[config.mk]
export PLATFORM = sky130hd
export DESIGN_NAME = bht_queue
export DESIGN_NICKNAME = d
export VERILOG_FILES = /design/src/bht_pkg.sv /design/src/bht_queue.sv
export SDC_FILE = /design/constraint.sdc
export NUM_CORES = 1
export LEC_CHECK = 0
export ABC_AREA = 1
export BUFFER_PORTS_ARGS = -buffer_cell sky130_fd_sc_hd__buf_2
export CAP_MARGIN = 20
export CORE_UTILIZATION = 49
export DETAILED_ROUTE_END_ITERATION = 8
export HOLD_SLACK_MARGIN = 0.06
export PLACE_DENSITY = 0.82
export SETUP_SLACK_MARGIN = 0.05
export SYNTH_ARGS = -nofsm -noshare
export SYNTH_HDL_FRONTEND = slang
export SYNTH_SLANG_ARGS = --single-unit
[constraint.sdc]
create_clock -name i_clk -period 2.2 [get_ports i_clk]
set_clock_uncertainty 0.2 [all_clocks]
set_input_delay 0.22 -clock i_clk [delete_from_list [all_inputs] [get_ports i_clk]]
set_output_delay 0.22 -clock i_clk [all_outputs]
set_load 0.02 [all_outputs]
[src/bht_pkg.sv]
`timescale 1ns / 1ps

package bht_pkg;

    localparam int KEY_W      = 64;
    localparam int TAG_W      = 32;
    localparam int INFO_W     = 32;
    localparam int MOVE_W     = 22;
    localparam int DEPTH_W    = 6;
    localparam int KIND_W     = 4;
    localparam int SCORE_IO_W = 16;
    localparam int WAYS       = 4;
    localparam int WAY_W      = 2;
    localparam int DEPTH_LSB  = 22;
    localparam int KIND_LSB   = 28;

    localparam int Q_DEPTH    = 2;
    localparam int Q_PTR_W    = 1;
    localparam int Q_CNT_W    = 2;

    localparam logic [KIND_W-1:0] EXACT_KIND_RESET = 4'd1;

    typedef enum logic [0:0] {
        OP_LOOKUP = 1'b0,
        OP_STORE  = 1'b1
    } t_op;

    typedef struct packed {
        logic clearing;
    } t_back_status;

endpackage

[src/bht_queue.sv]
`timescale 1ns / 1ps

module bht_queue
    import bht_pkg::*;
#(
    parameter int DATA_W = 8
) (
    input  logic              i_clk,
    input  logic              i_rst_n,
    input  logic              i_push_valid,
    input  logic [DATA_W-1:0] i_push_data,
    output logic              o_push_ready,
    output logic              o_pop_valid,
    output logic [DATA_W-1:0] o_pop_data,
    input  logic              i_pop
);

    logic [DATA_W-1:0]  r_slot [Q_DEPTH];
    logic [Q_PTR_W-1:0] r_wr_ptr;
    logic [Q_PTR_W-1:0] r_rd_ptr;
    logic [Q_CNT_W-1:0] r_count;
    logic               push;
    logic               pop;

    assign o_push_ready = (r_count != Q_CNT_W'(Q_DEPTH));
    assign o_pop_valid  = (r_count != '0);
    assign o_pop_data   = r_slot[r_rd_ptr];
    assign push         = i_push_valid && o_push_ready;
    assign pop          = i_pop && o_pop_valid;

    always_ff @(posedge i_clk) begin
        if (!i_rst_n) begin
            r_wr_ptr <= '0;
            r_rd_ptr <= '0;
            r_count  <= '0;
        end else begin
            if (push) begin
                r_slot[r_wr_ptr] <= i_push_data;
                r_wr_ptr         <= r_wr_ptr + 1'b1;
            end
            if (pop) begin
                r_rd_ptr <= r_rd_ptr + 1'b1;
            end
            if (push && !pop) begin
                r_count <= r_count + 1'b1;
            end else if (pop && !push) begin
                r_count <= r_count - 1'b1;
            end
        end
    end

endmodule

==> results.toml <==
[status]
status = "complete, no violations"

[critical_path]
cp-end-kind = "output port"
criticalPathCategory = "reg -> out"
cp_top_family = "flip-flops"
slowest_delay_ns = 0.55
crit_chain = "mux2_1 > buf_2"
crit_buf_inv = 1
startpoint_type = "flip-flop"
worst_ep_required_time_ns = 1.78
path_max_fanout = 8
crit_path_top_delay_cell = "dfxtp_1"
cp.arrival_ns = 1.37

[die]
die_area_mm2 = 0.00192
die_w_um = 43.8
num_rows = 14
initial_core_util_pct = 54.3
die_h_um = 43.8
core-area_mm2 = 0.00158
io_pins = 22

[cells_and_area]
syn2layout_area_growth_pct = 30.6
antenna_cells = 0
drive_above_1_share_pct = 34.3
final_cell_area_mm2 = 0.00112
seq_area_um2 = 581
layout.cells.non_filler = 115
fillers = 118
nets = 113
multi_input_area_um2 = 231
final_core_util_pct = 70.9

[timing]
rsz0062_at_grt = "no"
setup_ws_ns = 0.409
hold_viol = 0
min_period_over_period_pct = 81.4
post-route-min-period_ns = 1.79
fin_setup_tns_ns = 0
setup_viol_count_final = 0
relSlewSlack_pct = 76.0
max_freq_mhz = 558
worst_pin_slew_ns = 0.359
final_max_slew_viol_count = 0

[placement]
dp_cells = 101
dp_slack_ns = 0.615
dpl-instance-area_um2 = 991
gp_congestion = 0.759
dp_hpwl_um = 1070
portBuffers = 21

[power_and_ir_drop]
switching_share_pct = 35.4
clkPwrFrac_pct = 16.2
pwr-share-comb_pct = 34.8
p_sw_uw = 386
p_int_uw = 705
seqPwrFrac_pct = 49.0
ir_drop_v = 0.000490
powerDensity_mw_per_mm2 = 976
p_leak_uw = 0.000469

[synth]
ys_seq_area_share_pct = 67.8
syn_area_per_cell_um2 = 13.6
synth_seq_cells = 21
synth_nets = 76
ys_warn_count = 0
synth_area_um2 = 856
synthCells = 63
ys_types = 19

[route]
dr_total_vias = 583
firstDrtPassIters = 4
routedWlPerCell_um = 13.3
viasPerCell = 5.07
drcViolationCount = 0
wl_um = 1530
antenna_left = 0
drt_iter0_drc = 23

[clocking]
cts_tree = "done"
clkLatencyLatePin_ns = 0.29
numClockSinks = 21
clock-root-buffer = "clkbuf_4"
cts.htree.levels = 1
cts_max_path_buffers = 2
cts_made_buffers = 3
clkSlewWorstSetupHoldPaths_ns = 0.11

[grt]
track_usage_pct = 18.8
grt_pass1_wl_um = 2440
grt_pass1_vias = 592
grt_overflow = 0
antenna_found_initial = 0
grt_max_degree = 12

[hold_path]
hp-class = "in -> reg"

[flow_run]
maxCapViolCount = 0
## final cells by class
class,count,area share (%)
flip-flops and latches,21,52.0
clock buffers,4,2.35
inverters,9,3.47
well taps,16,1.79
multi-input cells,32,20.7
repair buffers,33,19.7
## registers in the layout (all words and copies together), names as in the netlist, named ones only
register  flops
r_wr_ptr      1
r_count       2
r_slot       16
r_rd_ptr      1
## path summary, 6_finish.rpt
kind	from	end	slack (ns)	cells after the start
max	flip-flop	o_pop_data[1]	0.41	2
min	i_pop	r_rd_ptr	0.11	4
max reg2reg	r_count[0]	r_count[1]	0.58	10
min reg2reg	r_wr_ptr	r_wr_ptr	0.29	2
## cell families (layout without fill, tap and decap cells)
group | Yosys count | after routing | share of synthesized area (%)
and+or+nand+nor | 19 | 19 | 11.8
AOI/OAI and AO/OA | 4 | 4 | 3.22
muxes | 8 | 8 | 10.5
adders and majority gates | 1 | 1 | 1.46
buffers and inverters | 10 | 46 | 5.12
DFF | 21 | 21 | 67.8
## Yosys cell counts (all sizes together)
cell    number  area share, %
nor3         1           0.58
edfxtp      16             56
nand4        1           0.73
dfxtp        5             12
o21a         1            1.0
mux2         8             11
inv          8            3.5
buf          1           0.58
ha           1            1.5
nor2         5            2.2
nand3        1           0.58
nand2       11            7.7
clkinv       1            1.0
a21oi        2            1.6
o21ai        1           0.58
## power by group through the flow
stage                     registers [uW]  clock network [uW]  logic, uW
after global placement               539                   0        345
after CTS                            534                 183        382
after global routing                 540                 206        415
final                                534                 177        380
after floorplan                      519                   0        279
after detailed placement             544                   0        365
## repair_timing
action	CTS	global route
setup buffers	0	0
endpoints found under the hold margin	21	0
hold buffers	10	0
gates resized for setup	0	0
## cell usage in the layout, fill, tap and decap left out, types with 2 or more instances in the layout
cell type      count
nand2_4            3
mux2_1             8
edfxtp_1          16
dfxtp_1            5
inv_1              7
buf_2             21
clkbuf_4           3
nand2_1            7
nor2_1             5
dlygate4sd3_1     10
buf_4              2
## worst reg2reg max path: cells and delay by family, from the launching register on
family | cells | cell delay [ns]
simple gates | 5 | 0.38
flops | 1 | 0.37
buf+inv | 4 | 0.33
fa+ha+maj | 1 | 0.28
## metal layers
| layer | vias to the layer above | track usage (%) | part of all wire (%) |
|---|---|---|---|
| met5 | - | 0 | 0 |
| met3 | 0 | 6.25 | 5.3 |
| met2 | 23 | 33.1 | 55 |
| met1 | 272 | 19.9 | 39 |
| met4 | 0 | 9.38 | 0 |
| li1 | 288 | - | - |
## per-stage QoR
step	total power, uW	hold slack, ns
after floorplan	797	0.119
after global placement	883	0.208
after detailed placement	909	0.212
after CTS	1100	0.105
after global routing	1160	0.0913
final	1090	0.114
(Power assumes the default switching activity.)
