## src/bht_pkg.sv

```systemverilog
`timescale 1ns / 1ps

package bht_pkg;

    localparam int KEY_W      = 64;
    localparam int TAG_W      = 32;
    localparam int INFO_W     = 32;
    localparam int MOVE_W     = 22;
    localparam int DEPTH_W    = 6;
    localparam int KIND_W     = 4;
    localparam int SCORE_IO_W = 16;
    localparam int WAYS       = 4;
    localparam int WAY_W      = 2;
    localparam int DEPTH_LSB  = 22;
    localparam int KIND_LSB   = 28;

    localparam int Q_DEPTH    = 2;
    localparam int Q_PTR_W    = 1;
    localparam int Q_CNT_W    = 2;

    localparam logic [KIND_W-1:0] EXACT_KIND_RESET = 4'd1;

    typedef enum logic [0:0] {
        OP_LOOKUP = 1'b0,
        OP_STORE  = 1'b1
    } t_op;

    typedef struct packed {
        logic clearing;
    } t_back_status;

endpackage

```

## src/bht_front.sv

```systemverilog
`timescale 1ns / 1ps

module bht_front
    import bht_pkg::*;
#(
    parameter int INDEX_BITS = 12,
    parameter int SCORE_BITS = 16,
    parameter int REQ_W      = 1 + INDEX_BITS + TAG_W + INFO_W + SCORE_BITS + 1
) (
    input  logic                         i_clk,
    input  logic                         i_rst_n,
    input  logic                         i_valid,
    output logic                         o_ready,
    input  logic                         i_operation,
    input  logic [KEY_W-1:0]             i_position_key,
    input  logic [MOVE_W-1:0]            i_move_code,
    input  logic [DEPTH_W-1:0]           i_search_depth,
    input  logic [KIND_W-1:0]            i_node_kind,
    input  logic signed [SCORE_IO_W-1:0] i_eval_score,
    input  logic [KIND_W-1:0]            i_exact_kind,
    input  t_back_status                 i_stat,
    output logic                         o_req_valid,
    output logic [REQ_W-1:0]             o_req_data,
    input  logic                         i_req_ready
);

    typedef struct packed {
        t_op                     op;
        logic [INDEX_BITS-1:0]   idx;
        logic [TAG_W-1:0]        tag;
        logic [INFO_W-1:0]       info;
        logic [SCORE_BITS-1:0]   score;
        logic                    new_exact;
    } t_req;

    t_req                r_req;
    t_req                n_req;
    logic                r_valid;
    logic signed [31:0]  score_ext;
    logic                accept;

    assign o_ready = (!r_valid || i_req_ready) && !i_stat.clearing;
    assign accept  = i_valid && o_ready;

    always_comb begin
        score_ext       = 32'(i_eval_score);
        n_req.op        = t_op'(i_operation);
        n_req.idx       = i_position_key[INDEX_BITS-1:0];
        n_req.tag       = i_position_key[KEY_W-1:KEY_W-TAG_W];
        n_req.info      = {i_node_kind, i_search_depth, i_move_code};
        n_req.score     = score_ext[SCORE_BITS-1:0];
        n_req.new_exact = (i_node_kind == i_exact_kind);
    end

    always_ff @(posedge i_clk) begin
        if (!i_rst_n) begin
            r_valid <= 1'b0;
        end else begin
            if (accept) begin
                r_valid <= 1'b1;
                r_req   <= n_req;
            end else if (r_valid && i_req_ready) begin
                r_valid <= 1'b0;
            end
        end
    end

    assign o_req_valid = r_valid;
    assign o_req_data  = REQ_W'(r_req);

endmodule

```

## config.mk

```make
export PLATFORM = sky130hd
export DESIGN_NAME = bht_front
export DESIGN_NICKNAME = d
export VERILOG_FILES = /design/src/bht_pkg.sv /design/src/bht_front.sv
export SDC_FILE = /design/constraint.sdc
export NUM_CORES = 1
export LEC_CHECK = 0
export BUFFER_PORTS_ARGS = -buffer_cell sky130_fd_sc_hd__buf_2
export CAP_MARGIN = 20
export CORE_MARGIN = 2
export CORE_UTILIZATION = 37
export CTS_BUF_LIST = sky130_fd_sc_hd__clkbuf_8
export CTS_CLUSTER_DIAMETER = 40
export DETAILED_ROUTE_END_ITERATION = 6
export GPL_ROUTABILITY_DRIVEN = 0
export GPL_TIMING_DRIVEN = 0
export HOLD_SLACK_MARGIN = 0.05
export MAX_ROUTING_LAYER = met4
export PLACE_DENSITY = 0.85
export SLEW_MARGIN = 25
export SYNTH_ARGS = -nofsm -noshare
export SYNTH_HDL_FRONTEND = slang
export SYNTH_SLANG_ARGS = --single-unit
```

## constraint.sdc

```tcl
create_clock -name i_clk -period 6.97 [get_ports i_clk]
set_input_delay 0.3485 -clock i_clk [delete_from_list [all_inputs] [get_ports i_clk]]
set_output_delay 0.3485 -clock i_clk [all_outputs]
set_load 0.05 [all_outputs]
```

==> flow_summary.yaml <==
power_and_ir_drop:
  finalPower_mw: 1.11
  power_density_nw_per_um2: 258
  leakage_nw: 1.80
  ir_drop_uv: 159
yosys:
  synth_area_leaders: "edfxtp_1 (97%), xor2_1 (1.2%), dfxtp_1 (0.68%), nor2b_1 (0.43%), nor4_2 (0.43%)"
  synth_top_family_by_area: "simple AND/OR/NAND/NOR gates"
  synth_mux_area_share_pct: 0
  yosys.area.top_type: "edfxtp_1"
  yosysMostFrequentCell: "edfxtp_1"
  synthAdderAreaFrac_pct: 0
  yosysTopAreaCellShare_pct: 96.6
  yosys-top-cells-count: "edfxtp_1 (94), xor2_1 (4), nor2b_1 (2)"
  synth-seq-cells: 95
  synthArstFlopShare_pct: 0
  syn_nets: 228
  synth-simple-area-share_pct: 1.28
  dominantRegCellSynth: "edfxtp_1"
  synth_compound_area_share_pct: 0.257
  synth_edf_count: 94
  ys_seq_area_share_pct: 97.3
  yosysWarnings: 0
  syn_area_per_cell_um2: 27.6
  netlist_area_um2: 2920
  ys_types: 9
  synthCells: 106
  synth_xor_area_share_pct: 1.20
global_route:
  grt_pass1_vias: 1871
  grt_max_degree: 19
  grt_antenna_before_repair: 0
  grt_pass1_wl_um: 9060
  grt-ovfl-total: 0
  track_usage_pct: 14.7
setup_path:
  crit_path_end_kind: "flop"
  cpPeakStageDelay_ps: 600
  crit_arrival_ps: 2100
  crit_type: "flop to flop"
  crit_chain: "nor2b_1 > nor3_4 > buf_8 > buf_8 > buf_6"
  slowest_stage: "nor3_4"
  worstPathRequired_ps: 7020
  cp-start-kind: "flop"
  r2r_slack_ps: 4930
  cp_max_fo: 18
  crit_buf_inv: 3
  critPathTopFamily: "simple AND/OR/NAND/NOR gates"
  cp_common_cell: "buf_8"
finish:
  final_core_util_pct: 55.9
  drive_gt1_share_pct: 67.0
  nNetsFinal: 441
  antennaDiodeCount: 0
  area_growth_pct: 47.1
clocking:
  tritoncts: "done"
  clock_latency_ps: 350
  post_cts_resized: 0
  cts_buffers: 9
  htreeDepth: 3
  root_buffer: "clkbuf_8"
  cts_setup_buffers: 0
  clockBufferDepth: 2
  ctsHoldBuffers: 0
  clock_sinks: 95
  clkTransAtPathRegs_ps: 90
place:
  io_buffers: 197
  dp_hpwl_um: 4970
  place_ws_ps: 4870
job:
  drv_cap: 0
die:
  ios: 218
  dieArea_um2: 8630
  die_y_um: 92.9
  initial_utilization_pct: 38.0
  core_um2: 7690
  rows: 32
  die_w_um: 92.9
routing:
  dr_total_vias: 1839
  drt-vias-per-instance: 4.32
  routedWlPerCell_um: 14.9
  drt-total-wl_um: 6370
  first_pass_iters: 4
  drc: 0
  drt.antenna.violating_nets: 0
  drtIter0Drc: 55
outcome:
  status: "finished, final reports clean"
hold_path:
  hp-class: "input pin to flop"
timing:
  setup_ws_ps: 4930
  finalHoldViolCount: 0
  relSlewSlack_pct: 53.3
  rsz0062_at_grt: "false"
  period_needed_ps: 2040
  tightestPinTransition_ps: 698
  slew_violations: 0
  worst_clock_skew_ps: 7.24
  setup_violations: 0
  post-route-period-util_pct: 29.3
  fmax_mhz: 489
  tns_ps: 0
stage by stage:
stage / instances / hold WS [ps] / area, µm²
after global placement: 405 / 526 / 4040
after CTS: 426 / 150 / 4300
after detailed placement: 410 / 527 / 4110
after global routing: 426 / 148 / 4300
after floorplan: 106 / 447 / 2930
final: 426 / 160 / 4300
cell type report:
cell class,instances,area [µm²]
sequential,95,2840
clock buffer,9,124
timing repair buffer,202,1050
tap,102,128
fill,641,3390
clock inverter,7,65.1
multi-input combinational,11,91.3
flip-flops by register name (all words and copies together), names as in the netlist:
| register | cells |
|---|---|
| o_req_data | 94 |
| o_req_valid | 1 |
path summary, 6_finish.rpt:
check,startpoint,to,cells after the start
setup reg to reg,o_req_valid,o_req_data[75],5
hold reg to reg,o_req_valid,o_req_valid,2
setup / recovery,o_req_valid,o_req_data[75],5
hold / removal,i_eval_score[6],o_req_data[7],1
layout by cell type (no fill, tap or decap), drive strengths merged, types with 2 or more instances in the layout:
| cell type | instances |
|---|---|
| nor2b | 2 |
| buf | 202 |
| clkinv | 3 |
| clkbuf | 9 |
| clkinvlp | 2 |
| xor2 | 4 |
| edfxtp | 94 |
worst register-to-register path, cell delays in order (launching register included):
cell	delay (ps)
dfxtp_1	320
nor2b_1	170
nor3_4	600
buf_8	260
buf_8	190
buf_6	210
metal layers:
layer  share of wire [%]  track usage (%)
met5                   0                -
met3                 9.8             4.15
met4                 1.8             6.99
met2                  49             23.7
met1                  39             17.2
where the power goes:
group	internal (mW)	switching [mW]	total (mW)
Combinational	0.0340	0.0792	0.113
Sequential	0.647	0.00356	0.650
Clock	0.163	0.182	0.345
kinds of logic after synthesis:
logic type / Yosys count
AND/OR/NAND/NOR: 6
XOR/XNOR: 4
flip-flops: 95
AO/OA/AOI/OAI: 1
Power figures use the tool's default switching activity.
